--- src/rtl/puf_pkg.sv ---
// Shared types and constants for the PNG scanline unfilter block.
// No dependencies; puf_csr, puf_predict and the top level import this package.
package puf_pkg;

   // Default sizes handed to the top-level parameters
   localparam int MAX_ROW_BYTES_DEF   = 4096;
   localparam int MAX_PIXEL_BYTES_DEF = 8;

   // Left and upper-left history depth and index width
   localparam int HIST_DEPTH = 8;
   localparam int HIST_IDX_W = 3;

   // Register widths and map
   localparam int BPP_W       = 4;
   localparam int ROW_BYTES_W = 13;
   localparam int CSR_DATA_W  = 32;
   localparam int CSR_ADDR_W  = 3;
   localparam int CSR_IDX_W   = 1;

   localparam logic [CSR_IDX_W-1:0] REG_BPP       = 1'd0;
   localparam logic [CSR_IDX_W-1:0] REG_ROW_BYTES = 1'd1;

   // Filter types of a scanline
   typedef enum logic [2:0] {
      FILT_NONE  = 3'd0,
      FILT_SUB   = 3'd1,
      FILT_UP    = 3'd2,
      FILT_AVG   = 3'd3,
      FILT_PAETH = 3'd4
   } filter_type;

   // Control of one data byte on its way into the predictor
   typedef struct packed {
      logic                  has_left;
      logic                  first_row;
      filter_type            filter;
      logic [HIST_IDX_W-1:0] stride_idx;
      logic                  last;
   } pred_ctl_type;

endpackage

--- src/rtl/puf_predict.sv ---
// Prediction and reconstruction of one data byte, with left/upper-left history.
// Depends on puf_pkg.
module puf_predict
   import puf_pkg::*;
(
   input  logic         clock,
   input  logic         reset,
   input  logic         advance,
   input  pred_ctl_type ctl,
   input  logic [7:0]   filt_byte,
   input  logic [7:0]   above_byte,
   output logic [7:0]   val
);

   logic [7:0] left_ff   [HIST_DEPTH];
   logic [7:0] upleft_ff [HIST_DEPTH];

   logic [7:0]        a;
   logic [7:0]        b;
   logic [7:0]        c;
   logic [7:0]        pred;
   logic [8:0]        ab_sum;
   logic signed [9:0] d_bc;
   logic signed [9:0] d_ac;
   logic signed [9:0] d_abc;
   logic [9:0]        pa;
   logic [9:0]        pb;
   logic [9:0]        pc;

   // Neighbors; the row above the first row reads as zero
   assign a = ctl.has_left ? left_ff[ctl.stride_idx] : 8'd0;
   assign b = ctl.first_row ? 8'd0 : above_byte;
   assign c = (ctl.has_left && !ctl.first_row) ? upleft_ff[ctl.stride_idx] : 8'd0;

   // Paeth distances
   assign ab_sum = {1'b0, a} + {1'b0, b};
   assign d_bc   = $signed({2'b00, b}) - $signed({2'b00, c});
   assign d_ac   = $signed({2'b00, a}) - $signed({2'b00, c});
   assign d_abc  = $signed({1'b0, ab_sum}) - $signed({1'b0, c, 1'b0});
   assign pa     = d_bc[9]  ? 10'(-d_bc)  : 10'(d_bc);
   assign pb     = d_ac[9]  ? 10'(-d_ac)  : 10'(d_ac);
   assign pc     = d_abc[9] ? 10'(-d_abc) : 10'(d_abc);

   // Select the prediction
   always_comb begin
      case (ctl.filter)
         FILT_SUB:   pred = a;
         FILT_UP:    pred = b;
         FILT_AVG:   pred = ab_sum[8:1];
         FILT_PAETH: begin
            if (pa <= pb && pa <= pc) begin
               pred = a;
            end else if (pb <= pc) begin
               pred = b;
            end else begin
               pred = c;
            end
         end
         default:    pred = 8'd0;
      endcase
   end

   assign val = pred + filt_byte;

   // Shift history on each transfer out of the stage
   always_ff @(posedge clock) begin
      if (reset) begin
         for (int k = 0; k < HIST_DEPTH; k++) begin
            left_ff[k]   <= 8'd0;
            upleft_ff[k] <= 8'd0;
         end
      end else if (advance) begin
         for (int k = HIST_DEPTH - 1; k > 0; k--) begin
            left_ff[k]   <= left_ff[k-1];
            upleft_ff[k] <= upleft_ff[k-1];
         end
         left_ff[0]   <= val;
         upleft_ff[0] <= b;
      end
   end

endmodule

--- config.mk ---
export PLATFORM = sky130hd
export DESIGN_NAME = puf_predict
export DESIGN_NICKNAME = d
export VERILOG_FILES = /design/src/rtl/puf_pkg.sv /design/src/rtl/puf_predict.sv
export SDC_FILE = /design/constraint.sdc
export NUM_CORES = 1
export LEC_CHECK = 0
export CAP_MARGIN = 10
export CORE_MARGIN = 2
export CORE_UTILIZATION = 59
export CTS_CLUSTER_DIAMETER = 200
export DETAILED_ROUTE_END_ITERATION = 12
export DONT_BUFFER_PORTS = 1
export PLACE_DENSITY_LB_ADDON = 0.05
export SYNTH_ARGS = -nofsm -noshare
export SYNTH_HDL_FRONTEND = slang
export SYNTH_SLANG_ARGS = --single-unit
--- constraint.sdc ---
create_clock -name clock -period 9.7 [get_ports clock]
set_clock_uncertainty 0.1 [all_clocks]
set_input_delay 0.97 -clock clock [delete_from_list [all_inputs] [get_ports clock]]
set_output_delay 0.97 -clock clock [all_outputs]
set_load 0.005 [all_outputs]
==> Word level (Yosys, flattened, before mapping) <==
Memories as Yosys holds them, arrays and structs flattened.
Cells that the tools add are included.
Widths: inputs -> output; s select.
{ "op_classes": {"addsub": 8, "n_lt_le_gt_ge": 3, "n_eq_ne": 4, "mux": 30, "bitwise": 16, "n_reduce_logical": 3} }
{ "ops": {"columns": ["cell", "n"], "rows": [
  ["$mux 8", 21],
  ["$pmux 8 s4", 1],
  ["$le 10x10->1", 3],
  ["$mux 10", 3],
  ["$neg 9->10", 2],
  ["$sub 8x8->9", 2],
  ["$or 1x1->1", 16],
  ["$neg 10->10", 1],
  ["$sub 9x9->10", 1],
  ["$add 8x8->9", 1],
  ["$add 8x8->8", 1],
  ["$eq 3x2->1 const B", 2],
  ["$mux 1", 5],
  ["$eq 3x1->1 const B", 1],
  ["$eq 3x3->1 const B", 1],
  ["$logic_and 1x1->1", 2],
  ["$logic_not 1->1", 1]
]} }
{ "word_totals": {"register_bits": 0, "ram_bits": 128, "inputBits": 28, "wordCells": 66, "n_memories": 2} }
{ "memory_table": {"columns": ["memory", "words", "word_bits", "rd", "rd_clocked_by_memory_dff", "wr", "line_no", "text"], "rows": [
  ["left_ff", 8, 8, 8, 0, 8, "puf_predict.sv:15", "logic [7:0] left_ff [HIST_DEPTH];"],
  ["upleft_ff", 8, 8, 8, 0, 8, "puf_predict.sv:16", "logic [7:0] upleft_ff [HIST_DEPTH];"]
]} }

==> Depth between registers and ports, before layout <==
{ "logic_depth": {"depth_word": 12, "depth_mapped": 46, "mapped_depth_nobuf": 40} }

==> Worst setup path before layout <==
OpenSTA, ideal clock, no wires.
{ "synth_timing": {"path_kind": "input port to output port", "from": "input port ctl[1] (netlist bit)", "to": "output port val[7]", "t_arrival_ps": 9079, "setup_slack_ps": -449, "cell_stages": 42, "n_path_buf": 6, "path_cell_list": "buf_2 -> buf_2 -> buf_2 -> buf_2 -> mux4_2 -> mux2_2 -> nand2_1 -> inv_1 -> ha_1 -> maj3_1 -> a21oi_1 -> xnor2_1 -> ha_1 -> nor2b_1 -> o21ai_0 -> a21boi_0 -> o21ai_0 -> nand2_1 -> (+6 left out) -> nor2_1 -> a21oi_1 -> o211ai_1 -> a22oi_1 -> clkbuf_1 -> nand2_1 -> o21ai_0 -> o21a_1 -> inv_1 -> ha_1 -> a21o_1 -> a21oi_1 -> o21bai_1 -> a21oi_1 -> o21bai_1 -> a21oi_1 -> xor2_1 -> xnor2_1"} }
{ "synth_between": {"elab_chain_cells": 11, "word_cells_on_any_way": 22, "classes_between": "add/sub (8); order compare (3); mux (8); reduce/logical (1); memory (2)"} }
{ "synth_rtl": {"columns": ["element", "line_no", "text"], "rows": [
  ["start, declared", "puf_predict.sv:9", "input pred_ctl_type ctl,"],
  ["$mem_v2 8x8", null, null],
  ["$mux 8", "puf_predict.sv:31", "assign a = ctl.has_left ? left_ff[ctl.stride_idx] : 8'd0;"],
  ["$add 8x8->9", "puf_predict.sv:36", "assign ab_sum = {1'b0, a} + {1'b0, b};"],
  ["$sub 9x9->10", "puf_predict.sv:39", "assign d_abc = $signed({1'b0, ab_sum}) - $signed({1'b0, c, 1'b0});"],
  ["$neg 10->10", "puf_predict.sv:42", "assign pc = d_abc[9] ? 10'(-d_abc) : 10'(d_abc);"],
  ["$mux 10", "puf_predict.sv:42", null],
  ["$le 10x10->1 (on tied branches)", "puf_predict.sv:53, puf_predict.sv:51", null],
  ["$mux 8 / $logic_and 1x1->1 (equally long branches)", "puf_predict.sv:53, puf_predict.sv:51", null],
  ["$mux 8", "puf_predict.sv:51", "if (pa <= pb && pa <= pc) begin"],
  ["$pmux 8 s4 *", "puf_predict.sv:46", "case (ctl.filter)"],
  ["$add 8x8->8 *", "puf_predict.sv:63", "assign val = pred + filt_byte;"],
  ["end, declared", "puf_predict.sv:12", "output logic [7:0] val"]
]} }
Mark *: on every way between the ends. The rest lies on a longest branch, timed or not.

==> Worst setup path in the final report <==
Ends and elaborated chain as after synthesis.

==> summary.txt <==
Run status
  • Status: completed

Timing
  • Relative slew slack: 26.2%
  • Tmin final: 9.26 ns
  • Setup TNS: 0 ns
  • Setup ws final: 0.440 ns
  • Final period utilization: 95.5%
  • Final hold vios: 0
  • RSZ-0062 raised after global routing: no
  • Final setup fails: 0
  • Max Transition Viols Final: 0
  • Fmax: 108 MHz
  • Worst-Margin Slew: 1.11 ns

Power and ir drop
  • Clock Power Share: 30.7%
  • Internal Power: approximately 1.3 mW
  • Switching power: 675 uW
  • Static Leakage: 4.06 nW
  • Peak supply drop: ~0.13 mV
  • Sw Ratio: 34.5%
  • Comb pwr share: 35.4%
  • Flop pwr share: 33.9%
  • P per Cell Area: 201 nW/um^2
  • PnR Total Power: about 2 mW

Placed design
  • # port buffers: 0
  • Dpl cells: between 900 and 1k
  • Post-DP HPWL: between 10 and 15 mm
  • Placed instance area: a little over 9000 sq um
  • Placer Congestion: ~0.93
  • Post-place setup slack: 0.113 ns

Logic synthesis
  • Yosys cell types: 65
  • Synthesized cell area: between 8000 and 9000 sq um
  • Ys flop type: edfxtp_1
  • Syn Area/Cell: about 11 sq um
  • Sequential area share after synthesis: a little over two fifths
  • Register bit total from synthesis: roughly 130
  • Synth Warn #: 0
  • Asr flop ratio synth: 0%
  • Synth Instances: 783
  • Post-synth EDFFs: 128
  • Synth area leaders: edfxtp_1 43%, ha_1 9.9%, and2_1 8.5%
  • Post-synth top area cell: edfxtp_1
  • Top-area cell type share of the netlist area: 43.0%

Setup path
  • Crit path largest cell delay: 0.69 ns
  • Worst setup SP type: primary input
  • WP data arrival: 8.19 ns
  • CP Capture Type: output port
  • WP data required: 8.63 ns
  • Most frequent CP cell: ha_1
  • Critical path peak fanout: 34
  • CP max-delay cell: or4b_2
  • Setup CP Type: in2out
  • R2r setup slk: 1.51 ns

Die
  • DIE AREA: 16200 sq um
  • Io pins: 36
  • Starting Density: 61.0%
  • Vert. Die Dim: 127 um
  • CORE AREA: 14600 sq um
  • Die width: 127 um
  • Cell Rows: 44

GRT
  • Initial antenna violation count: 0
  • Pin count of the biggest net entering global routing: 120
  • GR Overflow Total: 0
  • First-pass GRT wire length: 32.2 mm
  • Vias in the first global route: 6163
  • GRT Overall Usage: 26.0%

Flow run
  • Total of max-cap violations: 0

Worst hold path
  • HP Class: reg2reg

Clock network
  • Max Buffers Root-to-Sink: 2
  • CTS Sinks: approximately 130
  • CTS tree: done
  • Clock root buffer: clkbuf_16
  • Hold buffers post-CTS: 0
  • Clock latency on the worst-skew pair: between 0.4 and 0.5 ns
  • H-tree depth: 4
  • Clk pin slew, worst setup/hold paths: 0.06 ns
  • Num CTS Buffers: 17

Layout
  • Design area: ~9700 sq um
  • Area Overhead vs Synth: 8.90%
  • Layout Cells excl Fill: 978
  • Nets: 883
  • Antenna cells: 0
  • Layout cells sized above 1: 14.9%

Drt
  • Residual DRC: 0
  • Routed wire length: 20.0 mm
  • ANT nets after route: 0
  • Via count: 5990
  • Vias per cell: approximately 6
  • Drt first pass iters: 6
  • Number of DRC markers in iteration 0: 478
  • Routed WL per cell: 20.4 um
[synthesized netlist by cell type (4+ instances only)]
cell type  number
edfxtp_1      128
and2_1        121
ha_1           71
inv_1          46
nand2_1        41
a21oi_1        39
nor2_1         38
xnor2_1        35
mux4_2         30
clkbuf_1       24
nor2b_1        18
o21ai_0        17
xor2_1         15
a21o_1         14
mux2_2         14
nand2b_1       13
mux2i_1        10
nand3_1         8
nand4_1         7
o211ai_1        7
o21bai_1        7
buf_2           6
nor3_1          5
o21a_1          4
o22ai_1         4
[worst max-delay path, delay by kind of cell]
family                   cells  cell delay (ns)
XOR/XNOR                     3             0.56
buffers and inverters        2             0.27
AO/OA/AOI/OAI               16             2.69
multiplexers                 2             0.77
adder cells (fa/ha/maj)      5             1.44
AND/OR/NAND/NOR              7             1.45
[kinds of logic (layout without fill, tap and decap cells)]
family / Yosys count / count (layout) / synth area share (%)
AOI/OAI and AO/OA: 121 / 121 / 9.67
xor gates and xnor gates: 52 / 52 / 5.26
adders and majority gates: 75 / 75 / 10.7
buffers and inverters: 77 / 86 / 3.40
DFF: 128 / 128 / 43.0
muxes: 54 / 54 / 10.4
other: 2 / 4 / 0.0840
and+or+nand+nor: 274 / 274 / 17.4
[power groups by stage]
stage	clock network (mW)	logic, mW	registers, mW
2_1_floorplan	0	0.530	0.669
3_3_place_gp	0	0.639	0.674
3_5_place_dp	0	0.671	0.676
4_1_cts	0.611	0.675	0.665
5_1_grt	0.634	0.778	0.669
6_report	0.601	0.694	0.665
[state kept, by name, summed over array words and instances (netlist names)]
register   cells
upleft_ff     64
left_ff       64
[path summary, 6_finish.rpt]
kind                           to            start  cells past startpoint
hold / removal    upleft_ff[5][4]  upleft_ff[4][4]                      1
setup reg to reg    left_ff[0][6]    left_ff[3][0]                     37
hold reg to reg   upleft_ff[5][4]  upleft_ff[4][4]                      1
setup / recovery           val[7]           ctl[1]                     35
[repair_timing]
item / CTS / global route
gates resized for setup: 0 / 18
buffers inserted: 0 / 4
setup endpoints to repair: 0 / 4
[through the flow]
stage | hold slack (ns) | util (%)
global route | 0.464 | 66.5
floorplan | 0.418 | -
detailed placement | 0.434 | 62.1
global placement | 0.424 | 62.1
finish | 0.456 | 66.5
CTS | 0.450 | 65.8
[area by class of cell]
class                   count  area, sq um
clock buffers              17          425
flip-flops and latches    128         3840
multi-input cells         580         4870
well taps                 184          230
repair buffers              8         63.8
fillers                  1118         4910
inverters                  46          173
clock inverters            15          125
[per-layer routing]
metal	part of all wire, %	routed length (um)	track usage, %	vias up
li1	-	-	-	2832
met2	50	9940	43.5	172
met5	0	0	0	-
met3	4.3	855	4.02	24
met1	45	8900	35.5	2962
met4	1.5	293	7.82	0
[cells in the final DEF, fill, tap and decap left out, types with 5 or more instances in the layout]
cell type / count
xnor2_2: 5
clkbuf_16: 17
nor2_1: 38
mux4_2: 30
o21ai_1: 5
ha_1: 71
nand3_1: 8
xor2_1: 15
o211ai_1: 7
nand2_1: 39
nand2b_1: 13
nor2b_1: 17
inv_1: 46
a21oi_1: 35
o21ai_0: 13
edfxtp_1: 128
a21o_1: 13
o21bai_1: 7
buf_4: 7
mux2i_1: 10
nand4_1: 7
mux2_2: 14
inv_6: 7
and2_1: 121
xnor2_1: 32
Power figures use the tool's default switching activity.
