--- config.mk ---
export PLATFORM = sky130hd
export DESIGN_NAME = puf_csr
export DESIGN_NICKNAME = d
export VERILOG_FILES = /design/src/rtl/puf_pkg.sv /design/src/rtl/puf_csr.sv
export SDC_FILE = /design/constraint.sdc
export NUM_CORES = 1
export LEC_CHECK = 0
export ABC_AREA = 1
export BUFFER_PORTS_ARGS = -buffer_cell sky130_fd_sc_hd__buf_4
export CELL_PAD_IN_SITES_DETAIL_PLACEMENT = 1
export CELL_PAD_IN_SITES_GLOBAL_PLACEMENT = 2
export CORE_ASPECT_RATIO = 1.75
export CORE_MARGIN = 8
export CORE_UTILIZATION = 17
export CTS_CLUSTER_SIZE = 24
export DETAILED_ROUTE_END_ITERATION = 7
export PLACE_DENSITY_LB_ADDON = 0.2
export SETUP_SLACK_MARGIN = 0.02
export SYNTH_ARGS = -nofsm -noshare
export SYNTH_HDL_FRONTEND = slang
export SYNTH_SLANG_ARGS = --single-unit
--- constraint.sdc ---
create_clock -name clock -period 1.2 [get_ports clock]
set_clock_uncertainty 0.15 [all_clocks]
set_input_delay 0.24 -clock clock [delete_from_list [all_inputs] [get_ports clock]]
set_output_delay 0.24 -clock clock [all_outputs]
set_load 0.02 [all_outputs]
--- src/rtl/puf_pkg.sv ---
// Shared types and constants for the PNG scanline unfilter block.
// No dependencies; puf_csr, puf_predict and the top level import this package.
package puf_pkg;

   // Default sizes handed to the top-level parameters
   localparam int MAX_ROW_BYTES_DEF   = 4096;
   localparam int MAX_PIXEL_BYTES_DEF = 8;

   // Left and upper-left history depth and index width
   localparam int HIST_DEPTH = 8;
   localparam int HIST_IDX_W = 3;

   // Register widths and map
   localparam int BPP_W       = 4;
   localparam int ROW_BYTES_W = 13;
   localparam int CSR_DATA_W  = 32;
   localparam int CSR_ADDR_W  = 3;
   localparam int CSR_IDX_W   = 1;

   localparam logic [CSR_IDX_W-1:0] REG_BPP       = 1'd0;
   localparam logic [CSR_IDX_W-1:0] REG_ROW_BYTES = 1'd1;

   // Filter types of a scanline
   typedef enum logic [2:0] {
      FILT_NONE  = 3'd0,
      FILT_SUB   = 3'd1,
      FILT_UP    = 3'd2,
      FILT_AVG   = 3'd3,
      FILT_PAETH = 3'd4
   } filter_type;

   // Control of one data byte on its way into the predictor
   typedef struct packed {
      logic                  has_left;
      logic                  first_row;
      filter_type            filter;
      logic [HIST_IDX_W-1:0] stride_idx;
      logic                  last;
   } pred_ctl_type;

endpackage

--- src/rtl/puf_csr.sv ---
// APB-style register file: pixel stride and row length.
// Depends on puf_pkg.
module puf_csr
   import puf_pkg::*;
(
   input  logic                   clock,
   input  logic                   reset,
   input  logic                   psel,
   input  logic                   penable,
   input  logic                   pwrite,
   input  logic [CSR_ADDR_W-1:0]  paddr,
   input  logic [CSR_DATA_W-1:0]  pwdata,
   output logic [CSR_DATA_W-1:0]  prdata,
   output logic                   pready,
   output logic [BPP_W-1:0]       bytes_per_pixel,
   output logic [ROW_BYTES_W-1:0] row_bytes
);

   logic [BPP_W-1:0]       bpp_ff;
   logic [ROW_BYTES_W-1:0] row_bytes_ff;
   logic [CSR_IDX_W-1:0]   reg_idx;
   logic                   wr_xfer;

   assign pready  = 1'b1;
   assign reg_idx = paddr[CSR_ADDR_W-1:2];
   assign wr_xfer = psel && penable && pwrite && pready;

   // Write on the access phase
   always_ff @(posedge clock) begin
      if (reset) begin
         bpp_ff       <= BPP_W'(1);
         row_bytes_ff <= ROW_BYTES_W'(1);
      end else if (wr_xfer) begin
         case (reg_idx)
            REG_BPP:       bpp_ff       <= pwdata[BPP_W-1:0];
            REG_ROW_BYTES: row_bytes_ff <= pwdata[ROW_BYTES_W-1:0];
            default: ;
         endcase
      end
   end

   // Read mux
   always_comb begin
      case (reg_idx)
         REG_BPP:       prdata = CSR_DATA_W'(bpp_ff);
         REG_ROW_BYTES: prdata = CSR_DATA_W'(row_bytes_ff);
         default:       prdata = '0;
      endcase
   end

   assign bytes_per_pixel = bpp_ff;
   assign row_bytes       = row_bytes_ff;

endmodule

# After elaboration in Yosys (flattened, before gate mapping)
# Index checks and enable logic that the tools add are counted.
# op_classes
mux	1
bitwise	1
reduce_logical	4
# ops
cell	n
32-bit case mux with 2 select lines	1
2-bit AND reduction	2
1-bit logical AND	2
1-bit inverter	1
# word_totals
regBits	17
word_cells	8

# Longest topological paths before layout
# Gate-level depths: netlist of run 1.
# depth
word_depth	3
ltp_mapped	6
depth_no_buf	5

# Worst setup path before layout of run 1
# OpenSTA, ideal clock, no wires.
# synth_timing
kind	input to output
from	input paddr[2]
to	output prdata[3]
arrival_time_ps	757
setup_slack_ps	53
stages	4
path_cell_list	buf_6 buf_2 nand2_1 nand2_1
# synth_via
elab_chain_cells	2
# synth_lines
element	line	rtl
start: declaration	puf_csr.sv:11	input logic [CSR_ADDR_W-1:0] paddr,
1-bit inverter (no line)	--	
32-bit case mux with 2 select lines (*)	puf_csr.sv:44	case (reg_idx)
end: declaration	puf_csr.sv:13	output logic [CSR_DATA_W-1:0] prdata,
# Every way passes the cells marked *; elsewhere a longest branch is shown, timed or not. The select of a mux whose other input is x is not followed.

# Final worst setup path of run 1
# layout_timing
from	register bpp_ff[3], in the netlist bytes_per_pixel[3]
to	output prdata[3]
# layout_via
elab_chain_cells	1
# layout_lines
element	line	rtl
start: declaration	puf_csr.sv:19	logic [BPP_W-1:0] bpp_ff;
start signal: assignment	puf_csr.sv:35	REG_BPP: bpp_ff <= pwdata[BPP_W-1:0];
32-bit case mux with 2 select lines	puf_csr.sv:44	
# Every way passes these cells. The select of a mux whose other input is x is not followed.

==> results of run 1 <==
area by class of cell:
cell class	instances	area [µm²]	share of cell area (%)
Timing Repair Buffer	57	529.3	32.56
Multi-Input combinational cell	112	499.2	30.72
Clock buffer	4	45.04	2.771
Tap cell	78	97.59	6.005
Sequential cell	17	361.6	22.25
Inverter	24	92.59	5.697
per-stage QoR:
| stage | hold WS (ps) | setup WS [ps] | TNS, ps |
|---|---|---|---|
| 3_3_place_gp | 319.5 | -0.03780 | -0.03780 |
| 3_5_place_dp | 327.4 | 2.787 | 0 |
| 6_report | 64.28 | -41.36 | -147.8 |
| 5_1_grt | 65.67 | -87.45 | -788.2 |
| 2_1_floorplan | 216.2 | 53.28 | 0 |
| 4_1_cts | 58.64 | -45.46 | -368.5 |
power by group through the flow:
stage | Clock, mW | Combinational (mW) | Sequential [mW]
6_report | 0.434 | 0.363 | 0.605
5_1_grt | 0.479 | 0.399 | 0.609
4_1_cts | 0.455 | 0.365 | 0.604
3_5_place_dp | 0 | 0.344 | 0.613
3_3_place_gp | 0 | 0.344 | 0.613
2_1_floorplan | 0 | 0.223 | 0.634
cells by family (layout without fill, tap and decap cells):
| logic type | after synthesis | in the layout | synth area share (%) |
|---|---|---|---|
| flip-flops | 17 | 17 | 32.93 |
| AO/OA/AOI/OAI | 2 | 2 | 0.9686 |
| other | 2 | 20 | 0.7267 |
| AND/OR/NAND/NOR | 90 | 90 | 37.65 |
| buffers and inverters | 50 | 85 | 27.72 |
timing repair:
| action | in CTS | in global routing |
|---|---|---|
| pin swaps | 1 | 2 |
| setup endpoints to repair | 18 | 15 |
| gates resized for setup | 37 | 11 |
| setup buffers | 3 | 0 |
| endpoints found under the hold margin | 0 | 0 |
routing by layer:
metal | routed length (µm) | track usage (%) | part of all wire (%) | vias up
met5 | 0 | 0 | 0 | -
met2 | 1852 | 14.67 | 55 | 34
li1 | - | - | - | 537
met1 | 1210 | 7.500 | 36 | 496
met3 | 289 | 2.605 | 8.5 | 2
met4 | 40 | 3.333 | 1.2 | 0
placed cells by master (no fill, tap or decap):
master    count
clkbuf_1      1
clkinv_1      1
inv_1        18
nor2_8        1
o21ai_0       2
inv_4         1
buf_12        3
nand2_1      29
conb_1       20
buf_4        37
nor2_4        1
clkbuf_8      3
nand3_1      17
nand2_2      10
buf_6        17
nand3_2       1
dfxtp_2      17
inv_2         4
nor2_1       31
registers in the layout, indices dropped and copies added (netlist names):
register	cells
row_bytes	13
bytes_per_pixel	4
critical path, delay by kind of cell (launching register included):
kind | cells | cell delay, ps
buffers and inverters | 1 | 120
DFF | 1 | 340
and+or+nand+nor | 2 | 140
Yosys cell counts (all sizes together):
library cell  count
inv              23
dfxtp            17
clkbuf            1
clkinv            1
nor2             33
buf              25
nand3            18
conb              2
o21ai             2
nand2            39
worst max-delay path by stage:
stage | slack [ps] | depth (start not counted) | from | endpoint
floorplan | 50 | 4 | paddr[2] | prdata[3]
global placement | -0.04 | 5 | paddr[2] | prdata[3]
detailed placement | 3 | 5 | paddr[2] | prdata[2]
CTS | -50 | 3 | bytes_per_pixel[3] | prdata[3]
global route | -90 | 3 | bytes_per_pixel[3] | prdata[3]
finish | -40 | 3 | bytes_per_pixel[3] | prdata[3]
==> flow_summary_export.csv, run 1 <==
group,metric,value,unit
pwr,power_density,862.3,nW/µm²
synthesis,yosysSeqAreaShare,32.93,%
floorplanning,initial_core_util,17.58,%
floorplanning,core.rowCount,37,
worst_setup_path,crit_required,810,ps
clock_tree,cts_buffer_depth,2,
sta,max_freq,805.6,MHz
clock_tree,worstSkewPairLatency,250,ps
global_routing,antenna_found_initial,0,
min_path,whs_path_depth,3,
clock_tree,tritoncts,"built",
flow_run,drv_cap,0,
pwr,comb_power_share,25.9,%
worst_setup_path,crit_fanout,3,
final_layout,area_delta_synth_final,57.26,%
sta,min_period,1241,ps
worst_setup_path,r2r_cells,3,
worst_setup_path,worst_setup_path_start_kind,"flip-flop",
floorplanning,die_h,119.1,µm
pwr,peakVddDrop,0.2535,mV
route,wirelength,3392,µm
floorplanning,core_area,5879,µm²
synthesis,syn_inst,161,
placement,io_buffer_count,48,
sta,period_share,103.4,%
final_layout,diodes,0,
pwr,share_seq_of_total_power,43.1,%
placement,hpwl,2733,µm
worst_setup_path,cp_cell_sequence,"nand2_1, nand2_1, buf_6",
synthesis,synth_top_area_share,32.93,%
pwr,p_sw_share,30.66,%
placement,dpl.cell_count,285,
pwr,total_power,1.402,mW
route,first_pass_iters,3,
worst_setup_path,critPathSlowestCell,"dfxtp_2",
worst_setup_path,slowest_delay,340,ps
worst_setup_path,r2r_slack,360,ps
route,num_vias,1069,
final_layout,final_util,27.64,%
final_layout,final_area,1625,µm²
worst_setup_path,worstPathArrival,850,ps
status,failed_checks,"setup timing",
worst_setup_path,crit_top_cell,"nand2_1",
worst_setup_path,rr_endpoint,"bytes_per_pixel[3]",
global_routing,grt_max_degree,18,
sta,rsz0062_at_grt,"yes",
floorplanning,pin_count,90,
pwr,leakage,0.8808,nW
min_path,holdCritPathClass,"in -> reg",
final_layout,finalNetCount,255,
floorplanning,dieArea,8929,µm²
clock_tree,cts.sinks,17,
clock_tree,cts_buffers,3,
synthesis,syn_area_per_cell,6.419,µm²
global_routing,grt_remaining_overflow,0,
global_routing,grt_pass1_wl,5595,µm
route,ant_nets,0,
pwr,p_int,0.9718,mW
floorplanning,chipWidth,74.94,µm
placement,place_area,1448,µm²
final_layout,final_cells,292,
final_layout,fillCellCount,780,
route,drc,0,
status,outcome,"finished, violations left",
sta,layout_setup_ws,-41.36,ps
clock_tree,cts-root-buf,"clkbuf_8",
synthesis,ys_warn_count,0,
sta,hold_violations,0,
global_routing,grt_pass1_vias,1213,
min_path,hold_start,"pwdata[0]",
route,drtIter0Drc,21,
final_layout,final_layout_size_suffix_gt1_share,44.39,%
clock_tree,htreeDepth,1,
synthesis,synthTopCellsByArea,"dfxtp_1 (33%), buf_4 (15%), nand2_1 (14%), nor2_1 (11%), nand3_1 (8.2%)",
worst_setup_path,crit_type,"reg -> out",
global_routing,grt_use_total,7.961,%
route,vias_per_cell,3.661,
min_path,holdPathEnd,"bytes_per_pixel[0]",
worst_setup_path,reg2reg_from,"bytes_per_pixel[3]",
pwr,p_switching,0.4298,mW
clock_tree,clk_pin_slew,70,ps
sta,setup_violations,9,
sta,slew_viol_final,0,
synthesis,synthDistinctLibCells,16,
route,wl_per_cell,11.62,µm
placement,place_congestion,0.6644,
synthesis,synth_top_cell_by_area,"dfxtp_1",
worst_setup_path,cp-end-kind,"primary output",
pwr,p_clk_share,30.9,%
synthesis,netlist_area,1033,µm²
clock_tree,cts_hold_buf,0,
synthesis,ys_ff_latch,17,
No activity file was read; power rests on OpenSTA's default activity.
==> run 2, diff against run 1 <==
--- a/config.mk
+++ b/config.mk
@@ -9,13 +9,13 @@
 export BUFFER_PORTS_ARGS = -buffer_cell sky130_fd_sc_hd__buf_4
 export CELL_PAD_IN_SITES_DETAIL_PLACEMENT = 1
 export CELL_PAD_IN_SITES_GLOBAL_PLACEMENT = 2
-export CORE_ASPECT_RATIO = 1.75
 export CORE_MARGIN = 8
 export CORE_UTILIZATION = 17
-export CTS_CLUSTER_SIZE = 24
+export CTS_CLUSTER_SIZE = 8
 export DETAILED_ROUTE_END_ITERATION = 7
 export PLACE_DENSITY_LB_ADDON = 0.2
 export SETUP_SLACK_MARGIN = 0.02
+export SKIP_CTS_REPAIR_TIMING = 1
 export SYNTH_ARGS = -nofsm -noshare
 export SYNTH_HDL_FRONTEND = slang
 export SYNTH_SLANG_ARGS = --single-unit
==> run 2 against run 1 <==
The flow still finishes with violations (setup timing). Maximum frequency rose by 0.83%. First-iteration DRC count increased by 9.5%. Total power is 0.37% lower. Hold slack is essentially flat. Via count shrank 4.7%. Critical path depth did not move. Combinational power barely moved. Die area down 1.1%. Critical path type unchanged. Largest power group unchanged.
==> flow_summary_export.csv, run 2 (synthesis results as in run 1) <==
group,metric,value,unit
min_path,holdCritPathClass,"in -> reg",
sta,rsz0062_at_grt,"yes",
final_layout,ff_latch_area,361.6,µm²
route,ant_nets,0,
pwr,power_density,874.0,nW/µm²
pwr,peakVddDrop,0.2947,mV
final_layout,final_layout_size_suffix_gt1_share,42.33,%
clock_tree,cts.sinks,17,
floorplanning,dieArea,8830,µm²
final_layout,finalNetCount,256,
floorplanning,pin_count,90,
final_layout,diodes,0,
global_routing,antenna_found_initial,0,
sta,min_period,1231,ps
worst_setup_path,crit_fanout,3,
global_routing,grt_pass1_wl,5223,µm
clock_tree,tritoncts,"built",
worst_setup_path,worstPathArrival,840,ps
clock_tree,worstSkewPairLatency,250,ps
clock_tree,cts-root-buf,"clkbuf_8",
route,drtIter0Drc,23,
min_path,whs_path_depth,3,
clock_tree,htreeDepth,1,
global_routing,grt_max_degree,18,
floorplanning,core.rowCount,28,
worst_setup_path,crit_type,"reg -> out",
route,num_vias,1019,
floorplanning,die_h,93.97,µm
route,vias_per_cell,3.514,
clock_tree,cts_buffers,3,
final_layout,area_delta_synth_final,54.60,%
clock_tree,clk_pin_slew,70,ps
placement,hpwl,2668,µm
sta,hold_violations,0,
route,drc,0,
min_path,hold_start,"pwdata[0]",
floorplanning,initial_core_util,17.56,%
global_routing,grt_use_total,7.491,%
min_path,holdPathEnd,"row_bytes[0]",
worst_setup_path,r2r_cells,3,
sta,max_freq,812.3,MHz
final_layout,multi_input_area,494.2,µm²
clock_tree,cts_buffer_depth,2,
sta,hold_slack,64.22,ps
worst_setup_path,worst_setup_path_start_kind,"flip-flop",
placement,io_buffer_count,48,
pwr,total_power,1.396,mW
status,outcome,"finished, violations left",
final_layout,fillCellCount,758,
final_layout,final_cell_mix,"buf_4 (45), nand2_1 (31), nor2_1 (31)",
global_routing,grt_pass1_vias,1023,
floorplanning,chipWidth,93.97,µm
sta,layout_setup_ws,-31.12,ps
sta,slew_viol_final,0,
pwr,leakage,0.8851,nW
sta,period_share,102.6,%
route,wl_per_cell,11.80,µm
worst_setup_path,cp-end-kind,"primary output",
worst_setup_path,reg2reg_from,"bytes_per_pixel[3]",
worst_setup_path,crit_required,810,ps
worst_setup_path,rr_endpoint,"bytes_per_pixel[3]",
status,failed_checks,"setup timing",
sta,setup_violations,13,
route,first_pass_iters,4,
global_routing,grt_remaining_overflow,0,
placement,place_congestion,0.7033,
route,wirelength,3421,µm
floorplanning,core_area,5886,µm²
final_layout,largest_reg_flops,13,
worst_setup_path,r2r_slack,340,ps
final_layout,final_common_cell,"buf_4",
flow_run,drv_cap,0,
## run 2: worst max-delay path by stage
stage | start | to | slack (ps) | cells after the start
2_1_floorplan | paddr[2] | prdata[3] | 50 | 4
3_3_place_gp | paddr[2] | prdata[10] | -20 | 5
3_5_place_dp | paddr[2] | prdata[2] | -30 | 5
4_1_cts | row_bytes[1] | prdata[1] | -110 | 3
5_1_grt | bytes_per_pixel[0] | prdata[0] | -80 | 3
6_report | bytes_per_pixel[1] | prdata[1] | -30 | 3
## run 2: critical path, cell delays in order, from the launching register on
cell and delay [ps]:
dfxtp_2 350, nand2_1 70, nand2_2 70, buf_6 110
## run 2: routing by layer
layer  track usage (%)  part of all wire (%)
met5                 0                     0
met4             2.774                  0.47
met3             2.318                   7.2
met2             12.19                    47
met1             8.994                    45
## run 2: through the flow
stage	cells	worst slack, ps	cell area (µm²)	utilization [%]	setup TNS, ps
2_1_floorplan	179	53.28	1101	-	0
3_3_place_gp	283	-15.47	1451	24.66	-115.4
3_5_place_dp	283	-28.02	1451	24.66	-138.8
4_1_cts	287	-114.6	1496	25.43	-726.2
5_1_grt	290	-81.69	1598	27.15	-794.8
6_report	290	-31.12	1598	27.15	-186.4
## run 2: report_power, final
group / internal [mW] / switching, mW
sequential: 0.588 / 0.0159
clock: 0.235 / 0.197
combinational: 0.146 / 0.213
## run 2: area by class of cell
cell class | instances | area share [%]
flip-flops and latches | 17 | 22.63
clock buffers | 4 | 2.819
multi-input cells | 112 | 30.93
well taps | 75 | 5.873
repair buffers | 58 | 31.95
inverters | 24 | 5.795
==> run 3, diff against run 2 <==
==> constraint.sdc (replaced) <==
create_clock -name clock -period 1.15 [get_ports clock]
set_clock_uncertainty 0.15 [all_clocks]
set_input_delay 0.23 -clock clock [delete_from_list [all_inputs] [get_ports clock]]
set_output_delay 0.23 -clock clock [all_outputs]
set_load 0.02 [all_outputs]
==> run 3 against run 2 <==
The flow still finishes with violations (setup timing). Setup slack got worse by 57 ps. Cell count fell by 1.4%. Sequential cell count did not move. Clock power rose by 5.1%. Register-to-register slack improved by 50 ps. Via count fell by 0.39%. Highest routed layer unchanged.
==> flow_summary_export.csv, run 3 (synthesis results as in run 1) <==
group,metric,value,unit
status,outcome,"finished, violations left",
status,failed_checks,"setup timing",
route,vias_per_cell,3.549,
pwr,comb_power_share,25.7,%
final_layout,ff_latch_area,364.1,µm²
clock_tree,cts.sinks,17,
floorplanning,pin_count,90,
worst_setup_path,worstPathArrival,860,ps
sta,hold_violations,0,
sta,hold_slack,47.02,ps
placement,dpl.cell_count,282,
clock_tree,cts-root-buf,"clkbuf_8",
sta,period_share,107.6,%
sta,slew_viol_final,0,
pwr,total_power,1.463,mW
placement,hpwl,2650,µm
global_routing,grt_max_degree,18,
final_layout,fillCellCount,746,
final_layout,largest_reg_flops,13,
final_layout,final_layout_size_suffix_gt1_share,40.76,%
min_path,hold_start,"pwdata[0]",
clock_tree,cts_buffers,3,
pwr,share_seq_of_total_power,43.2,%
worst_setup_path,crit_required,770,ps
worst_setup_path,crit_fanout,3,
worst_setup_path,reg2reg_from,"bytes_per_pixel[0]",
clock_tree,tritoncts,"built",
pwr,p_clk_share,31.1,%
pwr,power_density,893.9,nW/µm²
pwr,p_switching,0.4523,mW
route,drtIter0Drc,29,
sta,min_period,1238,ps
final_layout,area_delta_synth_final,58.35,%
floorplanning,core_area,5886,µm²
worst_setup_path,crit_start,"bytes_per_pixel[1]",
sta,setup_violations,14,
flow_run,drv_cap,0,
sta,max_freq,807.9,MHz
route,ant_nets,0,
pwr,p_sw_share,30.91,%
pwr,leakage,0.8849,nW
final_layout,diodes,0,
clock_tree,clk_pin_slew,70,ps
global_routing,grt_pass1_wl,5237,µm
final_layout,final_common_cell,"nand2_1",
route,wl_per_cell,11.43,µm
global_routing,antenna_found_initial,0,
sta,rsz0062_at_grt,"yes",
global_routing,grt_remaining_overflow,0,
pwr,peakVddDrop,0.3805,mV
floorplanning,core.rowCount,28,
clock_tree,cts_buffer_depth,2,
floorplanning,chipWidth,93.97,µm
worst_setup_path,cp-end-kind,"primary output",
floorplanning,initial_core_util,17.56,%
final_layout,finalNetCount,252,
final_layout,final_cell_mix,"nand2_1 (32), nor2_1 (31), buf_6 (28)",
worst_setup_path,worst_setup_path_start_kind,"flip-flop",
floorplanning,dieArea,8830,µm²
sta,layout_setup_ws,-87.81,ps
global_routing,grt_use_total,7.428,%
final_layout,final_cells,286,
clock_tree,htreeDepth,1,
route,num_vias,1015,
placement,place_congestion,0.6831,
floorplanning,die_h,93.97,µm
route,drc,0,
min_path,holdCritPathClass,"in -> reg",
route,first_pass_iters,2,
final_layout,multi_input_area,491.7,µm²
pwr,p_int,1.011,mW
worst_setup_path,crit_type,"reg -> out",
clock_tree,worstSkewPairLatency,250,ps
global_routing,grt_pass1_vias,1016,
route,wirelength,3270,µm
placement,io_buffer_count,48,
## run 3: changes by cell type in the layout (fill, tap and decap cells not counted), sizes merged
cell	previous run	this run
clkbuf	4	3
buf	58	54
clkinv	1	2
## run 3: final cells by class
class,instances,area share (%)
multi-input cells,112,30.05
inverters,24,5.657
well taps,75,5.734
clock inverters,1,0.3058
flip-flops and latches,17,22.25
clock buffers,3,2.523
repair buffers,54,33.49
## run 3: final timing paths
kind	slack, ps	cells past startpoint	endpoint
max	-90	3	prdata[1]
min	50	3	row_bytes[0]
max reg2reg	390	2	bytes_per_pixel[0]
min reg2reg	340	2	row_bytes[5]
## run 3: metrics by stage
step | TNS (ps) | setup WS (ps) | area, µm² | util (%)
after floorplan | 0 | 23.28 | 1101 | -
after global placement | -763.6 | -56.72 | 1444 | 24.53
after detailed placement | -747.3 | -52.42 | 1444 | 24.53
after CTS | -1476 | -147.0 | 1490 | 25.32
after global routing | -1416 | -137.4 | 1637 | 27.81
final | -762.3 | -87.81 | 1637 | 27.81
## run 3: routing by layer
metal / up-vias / share of wire (%) / routed length [µm] / global-route usage [%]
li1: 532 / - / - / -
met5: - / 0 / 0 / 0
met4: 0 / 0.73 / 24 / 3.170
met1: 447 / 43 / 1393 / 8.445
met3: 2 / 8.7 / 286 / 2.878
met2: 34 / 48 / 1566 / 12.08
## run 3: worst max-delay path, stage by stage, from the launching register on
cell and delay (ps):
dfxtp_2 360, nand2_2 60, nand2_2 70, buf_6 110
## run 3: power groups by stage
stage	Clock [mW]	Combinational, mW	Sequential, mW
after floorplan	0	0.233	0.662
final	0.455	0.377	0.632
after global routing	0.495	0.412	0.635
after global placement	0	0.358	0.639
after CTS	0.476	0.358	0.626
after detailed placement	0	0.358	0.639
